<file path="config.mk">
export PLATFORM = sky130hd
export DESIGN_NAME = humidity_temp_sensor_controller_flat
export DESIGN_NICKNAME = d
export VERILOG_FILES = /design/src/rtl/core/hts_pkg.sv /design/src/rtl/core/hts_if.sv /design/src/rtl/core/hts_ctrl.sv /design/src/rtl/core/hts_dp.sv /design/src/rtl/core/hts_conv.sv /design/src/rtl/core/humidity_temp_sensor_controller.sv /design/src/flat_wrapper.sv
export SDC_FILE = /design/constraint.sdc
export NUM_CORES = 2
export LEC_CHECK = 0
export ABC_CLOCK_PERIOD_IN_PS = 15250
export BUFFER_PORTS_ARGS = -buffer_cell sky130_fd_sc_hd__buf_4
export CAP_MARGIN = 20
export CORE_UTILIZATION = 45
export DETAILED_ROUTE_END_ITERATION = 16
export GPL_ROUTABILITY_DRIVEN = 0
export REMOVE_ABC_BUFFERS = 1
export SYNTH_ARGS = -nofsm -noshare
export SYNTH_HDL_FRONTEND = slang
export SYNTH_SLANG_ARGS = --single-unit
</file>
<file path="constraint.sdc">
create_clock -name clk -period 15.25 [get_ports clk]
set_input_delay 1.525 -clock clk [delete_from_list [all_inputs] [get_ports clk]]
set_output_delay 1.525 -clock clk [all_outputs]
set_load 0.05 [all_outputs]
</file>
<file path="src/rtl/core/hts_pkg.sv">
`timescale 1ns / 1ps
`default_nettype none
package hts_pkg;

  localparam int unsigned TimerWidthDefault = 24;
  localparam int unsigned HalfPeriodWidth   = 24;
  localparam int unsigned CmdWidth          = 8;
  localparam int unsigned CfgIndexWidth     = 2;
  localparam int unsigned CfgDataWidth      = 24;
  localparam int unsigned TempWidth         = 15;
  localparam int unsigned HumWidth          = 14;
  localparam int unsigned RawWidth          = 16;

  localparam logic [CfgIndexWidth-1:0] RegHalfPeriod = 2'd0;
  localparam logic [CfgIndexWidth-1:0] RegTempCmd    = 2'd1;
  localparam logic [CfgIndexWidth-1:0] RegHumCmd     = 2'd2;

  localparam logic [HalfPeriodWidth-1:0] HalfPeriodReset = 24'd1000;
  localparam logic [CmdWidth-1:0]        TempCmdReset    = 8'd3;
  localparam logic [CmdWidth-1:0]        HumCmdReset     = 8'd5;

  // conversion constants, Q32
  localparam int unsigned AccWidth = 60;
  localparam logic signed [AccWidth-1:0] KC1 = -60'sd879093906145;
  localparam logic signed [40:0]         KC2 = 41'sd15762529976;
  localparam logic signed [20:0]         KC3 = -21'sd685262;
  localparam logic signed [27:0]         KT1 = 28'sd42949673;
  localparam logic signed [20:0]         KT2 = 21'sd343597;
  localparam logic signed [AccWidth-1:0] HumMaxQ = 60'sd42949672960000;
  localparam logic signed [16:0] TempOffset = 17'sd3960;
  localparam logic signed [17:0] TempRef    = 18'sd2500;
  localparam logic signed [16:0] TempHigh   = 17'sd12380;
  localparam logic signed [16:0] TempLow    = -17'sd4000;

  typedef enum logic [4:0] {
    PH_IDLE, PH_S0, PH_S1, PH_S2, PH_S3, PH_S4, PH_S5, PH_B0, PH_B1,
    PH_A0, PH_A1, PH_A2, PH_W, PH_R1, PH_R2, PH_R3, PH_K0, PH_K1, PH_K2,
    PH_DONE
  } phase_t;

  typedef enum logic [1:0] {DS_KEEP, DS_ZERO, DS_ONE, DS_CMD} data_sel_t;

  typedef struct packed {
    logic      set_lines;
    logic      line_c;
    data_sel_t d_sel;
    logic      line_drv;
    logic      pause;
    logic      bc_load8;
    logic      bc_dec;
    logic      bc_inc;
    logic      bc_clr;
    logic      byc_inc;
    logic      byc_clr;
    logic      sh_clr;
    logic      sh_shift;
    logic      raw_load;
    logic      mh_set;
    logic      mh_clr;
    logic      conv_start;
  } hts_cmd_t;

  typedef struct packed {
    logic       timer_zero;
    logic [3:0] bit_count;
    logic [1:0] byte_count;
    logic       mh;
  } hts_status_t;

  typedef struct packed {
    logic c;
    logic d;
    logic drv;
  } hts_lines_t;

endpackage
`default_nettype wire

</file>
<file path="src/rtl/core/hts_if.sv">
`timescale 1ns / 1ps
`default_nettype none
interface hts_in_if;
  logic valid;
  logic ready;
  logic start_request;
  logic sda_in;
  modport source (output valid, start_request, sda_in, input ready);
  modport sink (input valid, start_request, sda_in, output ready);
endinterface

interface hts_out_if;
  logic valid;
  logic ready;
  logic scl;
  logic sda_out;
  logic sda_drive;
  logic busy_res;
  logic result_valid;
  logic signed [14:0] temperature_centi;
  logic [13:0] humidity_centi;
  logic out_of_range;
  modport source (output valid, scl, sda_out, sda_drive, busy_res, result_valid,
                  temperature_centi, humidity_centi, out_of_range, input ready);
  modport sink (input valid, scl, sda_out, sda_drive, busy_res, result_valid,
                temperature_centi, humidity_centi, out_of_range, output ready);
endinterface
`default_nettype wire

</file>
<file path="src/rtl/core/hts_ctrl.sv">
`timescale 1ns / 1ps
`default_nettype none
module hts_ctrl (
  input  wire logic                 clk,
  input  wire logic                 rst,
  input  wire logic                 step,
  input  wire logic                 start_request,
  input  wire logic                 sda_in,
  input  wire hts_pkg::hts_status_t status,
  output hts_pkg::hts_cmd_t         cmd,
  output logic                      busy_next
);

  hts_pkg::phase_t phase, phase_next;
  logic act;

  assign act = step && status.timer_zero;

  always_ff @(posedge clk) begin
    if (rst) begin
      phase <= hts_pkg::PH_IDLE;
    end else begin
      phase <= phase_next;
    end
  end

  always_comb begin
    phase_next = phase;
    if (act) begin
      case (phase)
        hts_pkg::PH_IDLE: if (start_request) phase_next = hts_pkg::PH_S0;
        hts_pkg::PH_S0: phase_next = hts_pkg::PH_S1;
        hts_pkg::PH_S1: phase_next = hts_pkg::PH_S2;
        hts_pkg::PH_S2: phase_next = hts_pkg::PH_S3;
        hts_pkg::PH_S3: phase_next = hts_pkg::PH_S4;
        hts_pkg::PH_S4: phase_next = hts_pkg::PH_S5;
        hts_pkg::PH_S5: phase_next = hts_pkg::PH_B0;
        hts_pkg::PH_B0: phase_next = hts_pkg::PH_B1;
        hts_pkg::PH_B1:
          phase_next = (status.bit_count != 4'd1) ? hts_pkg::PH_B0 : hts_pkg::PH_A0;
        hts_pkg::PH_A0: phase_next = hts_pkg::PH_A1;
        hts_pkg::PH_A1: if (!sda_in) phase_next = hts_pkg::PH_A2;
        hts_pkg::PH_A2: phase_next = hts_pkg::PH_W;
        hts_pkg::PH_W:  if (!sda_in) phase_next = hts_pkg::PH_R1;
        hts_pkg::PH_R1: phase_next = hts_pkg::PH_R2;
        hts_pkg::PH_R2: phase_next = hts_pkg::PH_R3;
        hts_pkg::PH_R3:
          phase_next = ((status.bit_count + 4'd1) < 4'd8) ? hts_pkg::PH_R1
                                                         : hts_pkg::PH_K0;
        hts_pkg::PH_K0: phase_next = hts_pkg::PH_K1;
        hts_pkg::PH_K1: phase_next = hts_pkg::PH_K2;
        hts_pkg::PH_K2:
          phase_next = (status.byte_count != 2'd2) ? hts_pkg::PH_R1 : hts_pkg::PH_DONE;
        hts_pkg::PH_DONE:
          phase_next = status.mh ? hts_pkg::PH_IDLE : hts_pkg::PH_S0;
        default: phase_next = hts_pkg::PH_IDLE;
      endcase
    end
  end

  always_comb begin
    cmd = '0;
    cmd.d_sel = hts_pkg::DS_KEEP;
    if (act) begin
      case (phase)
        hts_pkg::PH_IDLE: cmd.mh_clr = start_request;
        hts_pkg::PH_S0: begin
          cmd.set_lines = 1'b1; cmd.line_c = 1'b1; cmd.d_sel = hts_pkg::DS_ONE;
          cmd.line_drv = 1'b1; cmd.pause = 1'b1;
        end
        hts_pkg::PH_S1, hts_pkg::PH_S3: begin
          cmd.set_lines = 1'b1; cmd.line_c = 1'b1; cmd.d_sel = hts_pkg::DS_ZERO;
          cmd.line_drv = 1'b1; cmd.pause = 1'b1;
        end
        hts_pkg::PH_S2: begin
          cmd.set_lines = 1'b1; cmd.d_sel = hts_pkg::DS_ZERO;
          cmd.line_drv = 1'b1; cmd.pause = 1'b1;
        end
        hts_pkg::PH_S4: begin
          cmd.set_lines = 1'b1; cmd.line_c = 1'b1; cmd.d_sel = hts_pkg::DS_ONE;
          cmd.line_drv = 1'b1; cmd.pause = 1'b1;
        end
        hts_pkg::PH_S5: begin
          cmd.set_lines = 1'b1; cmd.d_sel = hts_pkg::DS_ONE;
          cmd.line_drv = 1'b1; cmd.pause = 1'b1; cmd.bc_load8 = 1'b1;
        end
        hts_pkg::PH_B0: begin
          cmd.set_lines = 1'b1; cmd.line_drv = 1'b1; cmd.pause = 1'b1;
        end
        hts_pkg::PH_B1: begin
          cmd.set_lines = 1'b1; cmd.line_c = 1'b1; cmd.d_sel = hts_pkg::DS_CMD;
          cmd.line_drv = 1'b1; cmd.pause = 1'b1; cmd.bc_dec = 1'b1;
        end
        hts_pkg::PH_A0: cmd.set_lines = 1'b1;
        hts_pkg::PH_A1: if (!sda_in) begin
          cmd.set_lines = 1'b1; cmd.line_c = 1'b1; cmd.pause = 1'b1;
        end
        hts_pkg::PH_A2: begin
          cmd.set_lines = 1'b1; cmd.pause = 1'b1;
        end
        hts_pkg::PH_W: if (!sda_in) begin
          cmd.byc_clr = 1'b1; cmd.bc_clr = 1'b1; cmd.sh_clr = 1'b1;
        end
        hts_pkg::PH_R1: begin
          cmd.set_lines = 1'b1; cmd.pause = 1'b1;
        end
        hts_pkg::PH_R2: begin
          cmd.set_lines = 1'b1; cmd.line_c = 1'b1; cmd.pause = 1'b1;
        end
        hts_pkg::PH_R3: begin
          cmd.sh_shift = 1'b1; cmd.bc_inc = 1'b1;
        end
        hts_pkg::PH_K0: begin
          cmd.raw_load = 1'b1; cmd.set_lines = 1'b1; cmd.d_sel = hts_pkg::DS_ZERO;
          cmd.line_drv = 1'b1;
        end
        hts_pkg::PH_K1: begin
          cmd.set_lines = 1'b1; cmd.line_c = 1'b1; cmd.d_sel = hts_pkg::DS_ZERO;
          cmd.line_drv = 1'b1; cmd.pause = 1'b1;
        end
        hts_pkg::PH_K2: begin
          cmd.set_lines = 1'b1; cmd.d_sel = hts_pkg::DS_ZERO; cmd.line_drv = 1'b1;
          cmd.pause = 1'b1; cmd.byc_inc = 1'b1; cmd.bc_clr = 1'b1; cmd.sh_clr = 1'b1;
        end
        hts_pkg::PH_DONE: begin
          cmd.mh_set = !status.mh;
          cmd.conv_start = status.mh;
        end
        default: cmd.set_lines = 1'b0;
      endcase
    end
  end

  assign busy_next = (phase_next != hts_pkg::PH_IDLE);

endmodule
`default_nettype wire

</file>
<file path="src/rtl/core/hts_dp.sv">
`timescale 1ns / 1ps
`default_nettype none
module hts_dp #(
  parameter int unsigned TIMER_WIDTH = hts_pkg::TimerWidthDefault
) (
  input  wire logic                                  clk,
  input  wire logic                                  rst,
  input  wire logic                                  step,
  input  wire logic                                  sda_in,
  input  wire hts_pkg::hts_cmd_t                     cmd,
  input  wire logic                                  cfg_we,
  input  wire logic [hts_pkg::CfgIndexWidth-1:0]     cfg_index,
  input  wire logic [hts_pkg::CfgDataWidth-1:0]      cfg_data,
  output hts_pkg::hts_status_t                       status,
  output hts_pkg::hts_lines_t                        lines,
  output hts_pkg::hts_lines_t                        lines_next,
  output logic [hts_pkg::RawWidth-1:0]               raw_temperature,
  output logic [hts_pkg::RawWidth-1:0]               raw_humidity
);

  logic [hts_pkg::HalfPeriodWidth-1:0] half_period_ticks;
  logic [hts_pkg::CmdWidth-1:0]        temp_command;
  logic [hts_pkg::CmdWidth-1:0]        humidity_command;
  logic [TIMER_WIDTH-1:0]              pause_timer;
  logic [3:0]                          bit_count;
  logic [1:0]                          byte_count;
  logic [7:0]                          shift_byte;
  logic                                mh;
  logic [7:0]                          cmd_byte;
  logic [3:0]                          bit_sel;
  logic                                d_next;

  always_ff @(posedge clk) begin
    if (rst) begin
      half_period_ticks <= hts_pkg::HalfPeriodReset;
      temp_command      <= hts_pkg::TempCmdReset;
      humidity_command  <= hts_pkg::HumCmdReset;
    end else if (cfg_we) begin
      case (cfg_index)
        hts_pkg::RegHalfPeriod: half_period_ticks <= cfg_data;
        hts_pkg::RegTempCmd:    temp_command <= cfg_data[hts_pkg::CmdWidth-1:0];
        hts_pkg::RegHumCmd:     humidity_command <= cfg_data[hts_pkg::CmdWidth-1:0];
        default: ;
      endcase
    end
  end

  assign cmd_byte = mh ? humidity_command : temp_command;
  assign bit_sel  = bit_count - 4'd1;

  always_comb begin
    case (cmd.d_sel)
      hts_pkg::DS_ZERO: d_next = 1'b0;
      hts_pkg::DS_ONE:  d_next = 1'b1;
      hts_pkg::DS_CMD:  d_next = cmd_byte[bit_sel[2:0]];
      default:          d_next = lines.d;
    endcase
    lines_next = lines;
    if (cmd.set_lines) begin
      lines_next.c   = cmd.line_c;
      lines_next.d   = d_next;
      lines_next.drv = cmd.line_drv;
    end
  end

  always_ff @(posedge clk) begin
    if (rst) begin
      pause_timer     <= '0;
      bit_count       <= '0;
      byte_count      <= '0;
      shift_byte      <= '0;
      mh              <= 1'b0;
      raw_temperature <= '0;
      raw_humidity    <= '0;
      lines           <= '{c: 1'b0, d: 1'b1, drv: 1'b1};
    end else if (step) begin
      lines <= lines_next;
      if (pause_timer != '0) begin
        pause_timer <= pause_timer - 1'b1;
      end else if (cmd.pause) begin
        pause_timer <= TIMER_WIDTH'(half_period_ticks);
      end
      if (cmd.bc_load8) bit_count <= 4'd8;
      if (cmd.bc_dec)   bit_count <= bit_count - 4'd1;
      if (cmd.bc_inc)   bit_count <= bit_count + 4'd1;
      if (cmd.bc_clr)   bit_count <= '0;
      if (cmd.byc_inc)  byte_count <= byte_count + 2'd1;
      if (cmd.byc_clr)  byte_count <= '0;
      if (cmd.sh_shift) shift_byte <= {shift_byte[6:0], sda_in};
      if (cmd.sh_clr)   shift_byte <= '0;
      if (cmd.mh_set)   mh <= 1'b1;
      if (cmd.mh_clr)   mh <= 1'b0;
      if (cmd.raw_load) begin
        if (byte_count == 2'd0) begin
          if (mh) raw_humidity <= {shift_byte, 8'd0};
          else    raw_temperature <= {shift_byte, 8'd0};
        end else if (byte_count == 2'd1) begin
          if (mh) raw_humidity <= {raw_humidity[15:8], shift_byte};
          else    raw_temperature <= {raw_temperature[15:8], shift_byte};
        end
      end
    end
  end

  assign status.timer_zero = (pause_timer == '0);
  assign status.bit_count  = bit_count;
  assign status.byte_count = byte_count;
  assign status.mh         = mh;

endmodule
`default_nettype wire

</file>
<file path="src/rtl/core/hts_conv.sv">
`timescale 1ns / 1ps
`default_nettype none
module hts_conv (
  input  wire logic                               clk,
  input  wire logic                               rst,
  input  wire logic                               start,
  input  wire logic [hts_pkg::RawWidth-1:0]       raw_temperature,
  input  wire logic [hts_pkg::RawWidth-1:0]       raw_humidity,
  output logic                                    busy,
  output logic                                    done,
  output logic signed [hts_pkg::TempWidth-1:0]    temperature_centi,
  output logic [hts_pkg::HumWidth-1:0]            humidity_centi,
  output logic                                    out_of_range
);

  localparam logic [4:0] StepSum  = 5'd1;
  localparam logic [4:0] StepLast = 5'd18;
  localparam int unsigned AW = hts_pkg::AccWidth;

  logic [4:0]              cnt;
  logic signed [16:0]      tc;
  logic signed [17:0]      dt;
  logic signed [16:0]      rh_s;
  logic signed [38:0]      p1;
  logic signed [37:0]      p2;
  logic signed [45:0]      p3;
  logic signed [AW-1:0]    a_sh;
  logic signed [AW-1:0]    acc;
  logic [15:0]             rh_sh;
  logic                    bad;

  assign tc   = $signed({1'b0, raw_temperature}) - hts_pkg::TempOffset;
  assign dt   = 18'(tc) - hts_pkg::TempRef;
  assign rh_s = $signed({1'b0, raw_humidity});

  always_ff @(posedge clk) begin
    if (rst) begin
      busy <= 1'b0;
      cnt  <= '0;
    end else if (start) begin
      busy <= 1'b1;
      cnt  <= '0;
    end else if (busy) begin
      cnt <= cnt + 5'd1;
      if (cnt == StepLast) busy <= 1'b0;
    end
  end

  always_ff @(posedge clk) begin
    if (busy) begin
      if (cnt == 5'd0) begin
        p1 <= dt * hts_pkg::KT2;
        p2 <= rh_s * hts_pkg::KC3;
        p3 <= dt * hts_pkg::KT1;
      end else if (cnt == StepSum) begin
        a_sh  <= AW'(hts_pkg::KC2) + AW'(p1) + AW'(p2);
        acc   <= hts_pkg::KC1 + AW'(p3);
        rh_sh <= raw_humidity;
      end else if (cnt != StepLast) begin
        if (rh_sh[0]) acc <= acc + a_sh;
        a_sh  <= a_sh <<< 1;
        rh_sh <= rh_sh >> 1;
      end
    end
  end

  assign done = busy && (cnt == StepLast);
  assign bad  = (tc > hts_pkg::TempHigh) || (tc < hts_pkg::TempLow) ||
                (acc < 0) || (acc > hts_pkg::HumMaxQ);
  assign out_of_range      = bad;
  assign temperature_centi = bad ? '0 : tc[hts_pkg::TempWidth-1:0];
  assign humidity_centi    = bad ? '0 : acc[32 +: hts_pkg::HumWidth];

endmodule
`default_nettype wire

</file>
<file path="src/rtl/core/humidity_temp_sensor_controller.sv">
`timescale 1ns / 1ps
`default_nettype none
// Two-wire humidity/temperature sensor controller. Each transfer on meas_in is one
// line tick (start request plus sampled data line) and yields one transfer on
// meas_out with the line levels after that tick, busy, and the held results.
// The tick that finishes a measurement cycle is answered by the shift-add
// conversion unit (one humidity bit per cycle); no tick is accepted while it
// runs, nor while the output register holds a transfer that is not taken.
// Configuration is a plain write port: index 0 half period, 1 temperature
// command, 2 humidity command; other indexes are ignored.
module humidity_temp_sensor_controller #(
  parameter int unsigned TIMER_WIDTH = hts_pkg::TimerWidthDefault
) (
  input  wire logic                               clk,
  input  wire logic                               rst,
  input  wire logic                               cfg_we,
  input  wire logic [hts_pkg::CfgIndexWidth-1:0]  cfg_index,
  input  wire logic [hts_pkg::CfgDataWidth-1:0]   cfg_data,
  hts_in_if.sink                                  meas_in,
  hts_out_if.source                               meas_out
);

  hts_pkg::hts_cmd_t    cmd;
  hts_pkg::hts_status_t status;
  hts_pkg::hts_lines_t  lines, lines_next;
  logic [hts_pkg::RawWidth-1:0] raw_temperature, raw_humidity;
  logic busy_next, step, conv_busy, conv_done, conv_bad;
  logic signed [hts_pkg::TempWidth-1:0] conv_t, held_t;
  logic [hts_pkg::HumWidth-1:0] conv_h, held_h;
  logic held_bad, out_valid;

  assign meas_in.ready = !conv_busy && (!out_valid || meas_out.ready);
  assign step = meas_in.valid && meas_in.ready;

  hts_ctrl u_ctrl (
    .clk, .rst, .step,
    .start_request(meas_in.start_request),
    .sda_in(meas_in.sda_in),
    .status, .cmd, .busy_next
  );

  hts_dp #(.TIMER_WIDTH(TIMER_WIDTH)) u_dp (
    .clk, .rst, .step,
    .sda_in(meas_in.sda_in),
    .cmd, .cfg_we, .cfg_index, .cfg_data,
    .status, .lines, .lines_next, .raw_temperature, .raw_humidity
  );

  hts_conv u_conv (
    .clk, .rst,
    .start(cmd.conv_start),
    .raw_temperature, .raw_humidity,
    .busy(conv_busy), .done(conv_done),
    .temperature_centi(conv_t), .humidity_centi(conv_h), .out_of_range(conv_bad)
  );

  always_ff @(posedge clk) begin
    if (rst) begin
      out_valid <= 1'b0;
      held_t    <= '0;
      held_h    <= '0;
      held_bad  <= 1'b0;
    end else begin
      if (conv_done || (step && !cmd.conv_start)) begin
        out_valid <= 1'b1;
      end else if (meas_out.valid && meas_out.ready) begin
        out_valid <= 1'b0;
      end
      if (conv_done) begin
        held_t       <= conv_t;
        held_h       <= conv_h;
        held_bad     <= conv_bad;
      end
    end
  end

  always_ff @(posedge clk) begin
    if (conv_done) begin
      meas_out.scl               <= lines.c;
      meas_out.sda_out           <= lines.d;
      meas_out.sda_drive         <= lines.drv;
      meas_out.busy_res          <= 1'b0;
      meas_out.result_valid      <= 1'b1;
      meas_out.temperature_centi <= conv_t;
      meas_out.humidity_centi    <= conv_h;
      meas_out.out_of_range      <= conv_bad;
    end else if (step) begin
      meas_out.scl               <= lines_next.c;
      meas_out.sda_out           <= lines_next.d;
      meas_out.sda_drive         <= lines_next.drv;
      meas_out.busy_res          <= busy_next;
      meas_out.result_valid      <= 1'b0;
      meas_out.temperature_centi <= held_t;
      meas_out.humidity_centi    <= held_h;
      meas_out.out_of_range      <= held_bad;
    end
  end

  assign meas_out.valid = out_valid;

endmodule
`default_nettype wire

</file>
<file path="src/flat_wrapper.sv">
// flat-port wrapper written by rule: the top's interface ports become plain ports
module humidity_temp_sensor_controller_flat 
#(
  parameter int unsigned TIMER_WIDTH = hts_pkg::TimerWidthDefault
)
  (clk, rst, cfg_we, cfg_index, cfg_data, meas_in_valid, meas_in_start_request, meas_in_sda_in, meas_in_ready, meas_out_valid, meas_out_scl, meas_out_sda_out, meas_out_sda_drive, meas_out_busy_res, meas_out_result_valid, meas_out_temperature_centi, meas_out_humidity_centi, meas_out_out_of_range, meas_out_ready);
  hts_in_if meas_in_i ();
  hts_out_if meas_out_i ();
  input  wire logic clk;
  input  wire logic rst;
  input  wire logic cfg_we;
  input  wire logic [hts_pkg::CfgIndexWidth-1:0] cfg_index;
  input  wire logic [hts_pkg::CfgDataWidth-1:0] cfg_data;
  input wire logic [$bits(meas_in_i.valid)-1:0] meas_in_valid;
  input wire logic [$bits(meas_in_i.start_request)-1:0] meas_in_start_request;
  input wire logic [$bits(meas_in_i.sda_in)-1:0] meas_in_sda_in;
  output wire logic [$bits(meas_in_i.ready)-1:0] meas_in_ready;
  output wire logic [$bits(meas_out_i.valid)-1:0] meas_out_valid;
  output wire logic [$bits(meas_out_i.scl)-1:0] meas_out_scl;
  output wire logic [$bits(meas_out_i.sda_out)-1:0] meas_out_sda_out;
  output wire logic [$bits(meas_out_i.sda_drive)-1:0] meas_out_sda_drive;
  output wire logic [$bits(meas_out_i.busy_res)-1:0] meas_out_busy_res;
  output wire logic [$bits(meas_out_i.result_valid)-1:0] meas_out_result_valid;
  output wire logic [$bits(meas_out_i.temperature_centi)-1:0] meas_out_temperature_centi;
  output wire logic [$bits(meas_out_i.humidity_centi)-1:0] meas_out_humidity_centi;
  output wire logic [$bits(meas_out_i.out_of_range)-1:0] meas_out_out_of_range;
  input wire logic [$bits(meas_out_i.ready)-1:0] meas_out_ready;
  assign meas_in_i.valid = meas_in_valid;
  assign meas_in_i.start_request = meas_in_start_request;
  assign meas_in_i.sda_in = meas_in_sda_in;
  assign meas_in_ready = meas_in_i.ready;
  assign meas_out_valid = meas_out_i.valid;
  assign meas_out_scl = meas_out_i.scl;
  assign meas_out_sda_out = meas_out_i.sda_out;
  assign meas_out_sda_drive = meas_out_i.sda_drive;
  assign meas_out_busy_res = meas_out_i.busy_res;
  assign meas_out_result_valid = meas_out_i.result_valid;
  assign meas_out_temperature_centi = meas_out_i.temperature_centi;
  assign meas_out_humidity_centi = meas_out_i.humidity_centi;
  assign meas_out_out_of_range = meas_out_i.out_of_range;
  assign meas_out_i.ready = meas_out_ready;
  humidity_temp_sensor_controller #(.TIMER_WIDTH(TIMER_WIDTH)) u_core (.clk(clk), .rst(rst), .cfg_we(cfg_we), .cfg_index(cfg_index), .cfg_data(cfg_data), .meas_in(meas_in_i), .meas_out(meas_out_i));
endmodule
</file>
# ---- Yosys cells after proc, flatten, opt, wreduce, memory -nomap -nowiden
# Cells that the tools add are included.
dict set report totals {
  out_inout_bits 37
  register_bits 447
  in_bits 33
}
dict set report classes {
  bitwise 2
  add_sub_neg 11
  magnitude_cmp 6
  n_eq_ne 35
  mul 3
  n_mux 79
  n_reduce_logical 54
}
# operator count
set op_table {}
lappend op_table {{60-bit two-way mux} 5}
lappend op_table {{5-bit case mux with 20 select lines} 1}
lappend op_table {{16-bit two-way mux} 6}
lappend op_table {{60-bit adder} 1}
lappend op_table {{60-bit by 47-bit greater-than comparator with 1-bit output, second input constant} 1}
lappend op_table {{60-bit by 1-bit < comparator with 1-bit output, second input constant} 1}
lappend op_table {{8-bit two-way mux} 7}
lappend op_table {{24-bit two-way mux} 2}
lappend op_table {{41-bit by 45-bit adder with 46-bit output, first input constant} 1}
lappend op_table {{18-bit by 27-bit multiplier with 45-bit output, second input constant} 1}
lappend op_table {{15-bit two-way mux} 3}
lappend op_table {{14-bit two-way mux} 3}
lappend op_table {{39-bit by 38-bit adder with 40-bit output} 1}
lappend op_table {{5-bit by 4-bit == test with 1-bit output, second input constant} 8}
lappend op_table {{35-bit by 38-bit adder with 39-bit output, first input constant} 1}
lappend op_table {{18-bit by 20-bit multiplier with 38-bit output, second input constant} 1}
lappend op_table {{17-bit by 20-bit multiplier with 37-bit output, second input constant} 1}
lappend op_table {{5-bit two-way mux} 6}
lappend op_table {{1-bit two-way mux} 28}
lappend op_table {{5-bit == test, second input constant} 5}
lappend op_table {{24-bit zero test} 1}
lappend op_table {{24-bit nonzero test} 1}
lappend op_table {{24-bit by 1-bit subtractor with 24-bit output, second input constant} 1}
lappend op_table {{5-bit by 3-bit == test with 1-bit output, second input constant} 4}
lappend op_table {{other kinds (47)} 100}

# ---- Longest topological paths before layout
dict set report logic_depth {
  ltp_word 11
  mapped_depth 33
  depth_no_buf 32
}

# ---- By module
# A second synthesis with hierarchy kept.
dict set report hier_totals {
  hier_cells 4582
  area_unflattened_um2 44914.3
}
# module cells_per_inst area_each_um2 n_inst
set by_module_without_submodules {}
lappend by_module_without_submodules {hts_conv 3678 36296.1 1}
lappend by_module_without_submodules {hts_dp 625 5368.9 1}
lappend by_module_without_submodules {humidity_temp_sensor_controller 148 2384.8 1}
lappend by_module_without_submodules {hts_ctrl 131 864.6 1}

# ---- Worst setup path before layout
# OpenSTA, ideal clock, no wires.
dict set report synth_timing {
  path_kind {flip-flop to flip-flop}
  startpoint {register u_core.u_dp.raw_temperature[3] (netlist name)}
  endpoint {register u_core.u_conv.p3[44] (netlist name)}
  path_stages_with_launch 30
  t_arrival_ps 7720
  path_slack_ps 7248
  synth_period_minus_slack_ps 8002
  cell_sequence {dfxtp_1 -> ha_1 -> a31oi_4 -> nor2_1 -> nor2_1 -> xnor2_1 -> nand2b_1 -> nor2_1 -> nand2_1 -> o21ai_0 -> ha_1 -> xor2_1 -> ha_1 -> fa_1 -> inv_1 -> fa_1 -> fa_1 -> fa_1 -> inv_1 -> ha_1 -> a21o_1 -> a21oi_1 -> a21bo_2 -> o21ai_0 -> a41oi_1 -> a211oi_1 -> o2111ai_1 -> nand3_1 -> a221oi_1 -> xnor2_1}
}
dict set report synth_via {
  elab_chain_len 3
}
# element line_no
set synth_rtl {}
lappend synth_rtl {{start: declaration} hts_dp.sv:17} ;# output logic [hts_pkg::RawWidth-1:0] raw_temperature,
lappend synth_rtl {{start signal: assignment} hts_dp.sv:96} ;# else raw_temperature <= {shift_byte, 8'd0};
lappend synth_rtl {{start signal: assignment} hts_dp.sv:99} ;# else raw_temperature <= {raw_temperature[15:8], shift_byte};
lappend synth_rtl {{16-bit by 12-bit subtractor with 17-bit output} hts_conv.sv:32} ;# assign tc = $signed({1'b0, raw_temperature}) - hts_pkg::TempOffset;
lappend synth_rtl {{17-bit by 13-bit subtractor with 18-bit output} hts_conv.sv:33} ;# assign dt = 18'(tc) - hts_pkg::TempRef;
lappend synth_rtl {{18-bit by 27-bit multiplier with 45-bit output} hts_conv.sv:54} ;# p3 <= dt * hts_pkg::KT1;
# No other way between the ends.
# A chain may end at the register's enable or synchronous reset.

# ---- Worst setup path in the final report
dict set report layout_timing {
  startpoint {register u_core.u_dp.raw_temperature[3] (netlist name)}
  endpoint {register u_core.u_conv.p1[37] (netlist name)}
}
dict set report layout_via {
  elab_chain_len 3
}
# element line_no
set layout_rtl {}
lappend layout_rtl {{16-bit by 12-bit subtractor with 17-bit output} hts_conv.sv:32}
lappend layout_rtl {{17-bit by 13-bit subtractor with 18-bit output} hts_conv.sv:33}
lappend layout_rtl {{18-bit by 20-bit multiplier with 38-bit output} hts_conv.sv:52} ;# p1 <= dt * hts_pkg::KT2;
# No other way between the ends.

==> results_dict.tcl <==
set metrics [dict create \
    busiest_layer "met2" \
    grt_overflow 0 \
    pwr-share-seq_pct 43.7 \
    grtUsageTotal_pct 23.9 \
    p_clk_share_pct 43.8 \
    ys_ff_latch 445 \
    synth_edf_count 287 \
    post-place-ws_ps 6660 \
    vias_per_cell 5.47 \
    synth_top_area_share_pct 19.4 \
    core_area_um2 97300 \
    cts_buffers 51 \
    ant_nets 0 \
    switching_share_pct 27.7 \
    syn2layout_area_growth_pct 8.29 \
    status "complete, no violations" \
    setup_viol 0 \
    io_buffers 69 \
    grt_max_degree 152 \
    period_needed_ps 8710 \
    wirelength_mm 117 \
    crit_arrival_ps 9070 \
    drcViolationCount 0 \
    slew_headroom_pct 34.0 \
    placementRows 114 \
    comb_power_share_pct 12.5 \
    yosys.area.top_type "edfxtp_1" \
    dr_total_vias 32447 \
    reg2reg_depth 31 \
    drt-wirelength-per-cell_um 19.8 \
    tightestPinTransition_ps 990 \
    tns_ps 0 \
    fmax_ghz 0.115 \
    cp-start-kind "flip-flop" \
    yosysWarnings 0 \
    hold_class "flip-flop to flip-flop" \
    cts_resized 0 \
    grt_pass1_wl_mm 186 \
    crit_path_frequent_cell "fa_1" \
    num_antenna_cells 0 \
    synth_flop_cell "edfxtp_1" \
    hold-path-cell-count 2 \
    yosysMostFrequentCell "inv_1" \
    crit_slowest_cell "dfxtp_1" \
    worstSetupPathType "flip-flop to flip-flop" \
    timing.final.ws_setup_ps 6540 \
    clk_pin_slew_ps 70 \
    drv_slew 0 \
    first_global_vias 32371 \
    grtUsageMet1_pct 32.8 \
    clkSinkCount 445 \
    io_pins 70 \
    start_util_pct 45.7 \
    worstSkewPairLatency_ps 640 \
    crit_required_ps 15610 \
    fin_skew_ps 36.7 \
    tritoncts "built" \
    grt.met2_usage_pct 40.0 \
    dieArea_um2 100000 \
    synth_commonest_cells "inv_1 (743), ha_1 (601), fa_1 (400), nand2_1 (379), edfxtp_1 (287)" \
    syn_avg_cell_area_um2 9.72 \
    crit_path_max_incr_delay_ps 590 \
    seq_area_frac_synth_pct 26.5 \
    die_y_um 316 \
    worstPathMaxFanout 11 \
    rsz0062_at_grt "false" \
    first_pass_iters 6 \
    vdd_drop_max_mv 0.0927 \
    end_kind "flip-flop" \
    finish.net_count 5647 \
    p_switching_mw 0.848 \
    fin_crit_sh_pct 57.1 \
    antenna_found_initial 3 \
    drt_iter0_markers 2270 \
    root_buffer "clkbuf_16" \
    postSynthCellCount 4573 \
    postCtsSetupRepairBufs 0 \
    p_per_area_nw_per_um2 63.6 \
    hold_violations 0 \
    die_w_um 316 \
    ctsHoldBuffers 0 \
    intPower_mw 2.21 \
    syn_area_um2 44500 \
    leakagePower_nw 22.7 \
    async_flop_share_pct 0 \
    clockBufferDepth 3 \
    grt.met3_usage_pct 2.94 \
    cap_violations 0 \
    fill_cells 9148 \
    synth_area_leaders "edfxtp_1 (19%), fa_1 (18%), ha_1 (17%), dfxtp_1 (7.1%), inv_1 (6.3%)" \
    yosysUniqueCellTypes 110 \
    post-dp-hpwl_mm 95.4 \
    drive_gt1_share_pct 6.12 \
    htree_num_levels 2 \
]
cell families after synthesis:
| logic type | after synthesis | synth area share, % |
|---|---|---|
| mux | 64 | 1.59 |
| xor+xnor | 253 | 4.98 |
| compound gates | 945 | 13.8 |
| buf+inv | 863 | 7.64 |
| flops | 445 | 26.5 |
| fa+ha+maj | 1001 | 34.9 |
| simple gates | 1002 | 10.6 |
state kept, by name (all words and copies together) (netlist names), 14 cells and up:
name                               count
u_core.u_dp.half_period_ticks         24
u_core.u_conv.a_sh                    60
u_core.held_t                         15
u_core.meas_out.humidity_centi        14
u_core.meas_out.temperature_centi     15
u_core.u_conv.p3                      43
u_core.u_conv.p1                      38
u_core.u_conv.rh_sh                   16
u_core.u_conv.p2                      37
u_core.u_dp.raw_temperature           16
u_core.u_dp.pause_timer               24
u_core.u_conv.acc                     60
u_core.u_dp.raw_humidity              16
u_core.held_h                         14
cell type report:
type                    instances  area, µm²  area share, %
repair buffers                106        808           1.68
multi-input cells            3265      29300           60.9
flip-flops and latches        445      11800           24.5
well taps                    1276       1600           3.32
clock buffers                  56       1380           2.87
clock inverters                38        468          0.972
inverters                     744       2790           5.80
power groups by stage:
stage | registers [mW] | clock network [mW] | logic, mW
after floorplan | 1.38 | 0 | 0.257
after global placement | 1.36 | 0 | 0.377
after detailed placement | 1.36 | 0 | 0.382
after CTS | 1.34 | 1.37 | 0.383
after global routing | 1.34 | 1.41 | 0.434
final | 1.34 | 1.34 | 0.382
worst max-delay path, delay by kind of cell, from the launching register on:
kind / cells / cell delay (ps)
simple gates: 9 / 1020
xor+xnor: 3 / 720
buf+inv: 5 / 620
flops: 1 / 590
compound gates: 6 / 1750
fa+ha+maj: 8 / 3740
layout by cell type (no fill, tap or decap), drive strengths merged, types with 31 or more instances in the layout:
master,netlist,layout
a211oi,35,35
a21o,106,106
a21oi,282,282
a22o,36,36
a31oi,31,31
buf,24,106
clkbuf,88,56
dfxtp,158,158
edfxtp,287,287
fa,400,400
ha,601,601
inv,744,754
mux2i,55,55
nand2,381,381
nand2b,39,39
nand3,64,64
nor2,243,243
nor2b,42,42
nor3,58,58
o21ai,242,242
xnor2,147,147
xor2,106,106
layer usage:
layer	part of all wire, %	vias to the layer above	routed length, µm
li1	-	15672	-
met1	46	15880	53600
met3	4.7	159	5480
met2	47	732	55200
met4	2.5	4	2880
met5	0.018	-	21
final timing paths:
| check | start | to | slack [ps] |
|---|---|---|---|
| min reg2reg | u_core.meas_out.result_valid | u_core.meas_out.result_valid | 450 |
| max reg2reg | u_core.u_dp.raw_temperature[3] | u_core.u_conv.p1[37] | 6540 |
| max | u_core.u_dp.raw_temperature[3] | u_core.u_conv.p1[37] | 6540 |
| min | u_core.meas_out.result_valid | u_core.meas_out.result_valid | 450 |
per-stage QoR:
stage	instances	utilization, %	hold slack, ps	total power [mW]	cell area (µm²)
CTS	5930	49.5	459	3.09	48100
detailed placement	5836	47.6	444	1.75	46300
finish	5930	49.5	452	3.06	48100
floorplan	4454	-	425	1.64	43900
global route	5930	49.5	470	3.19	48100
global placement	5836	47.6	431	1.74	46300
(Power assumes the default switching activity.)
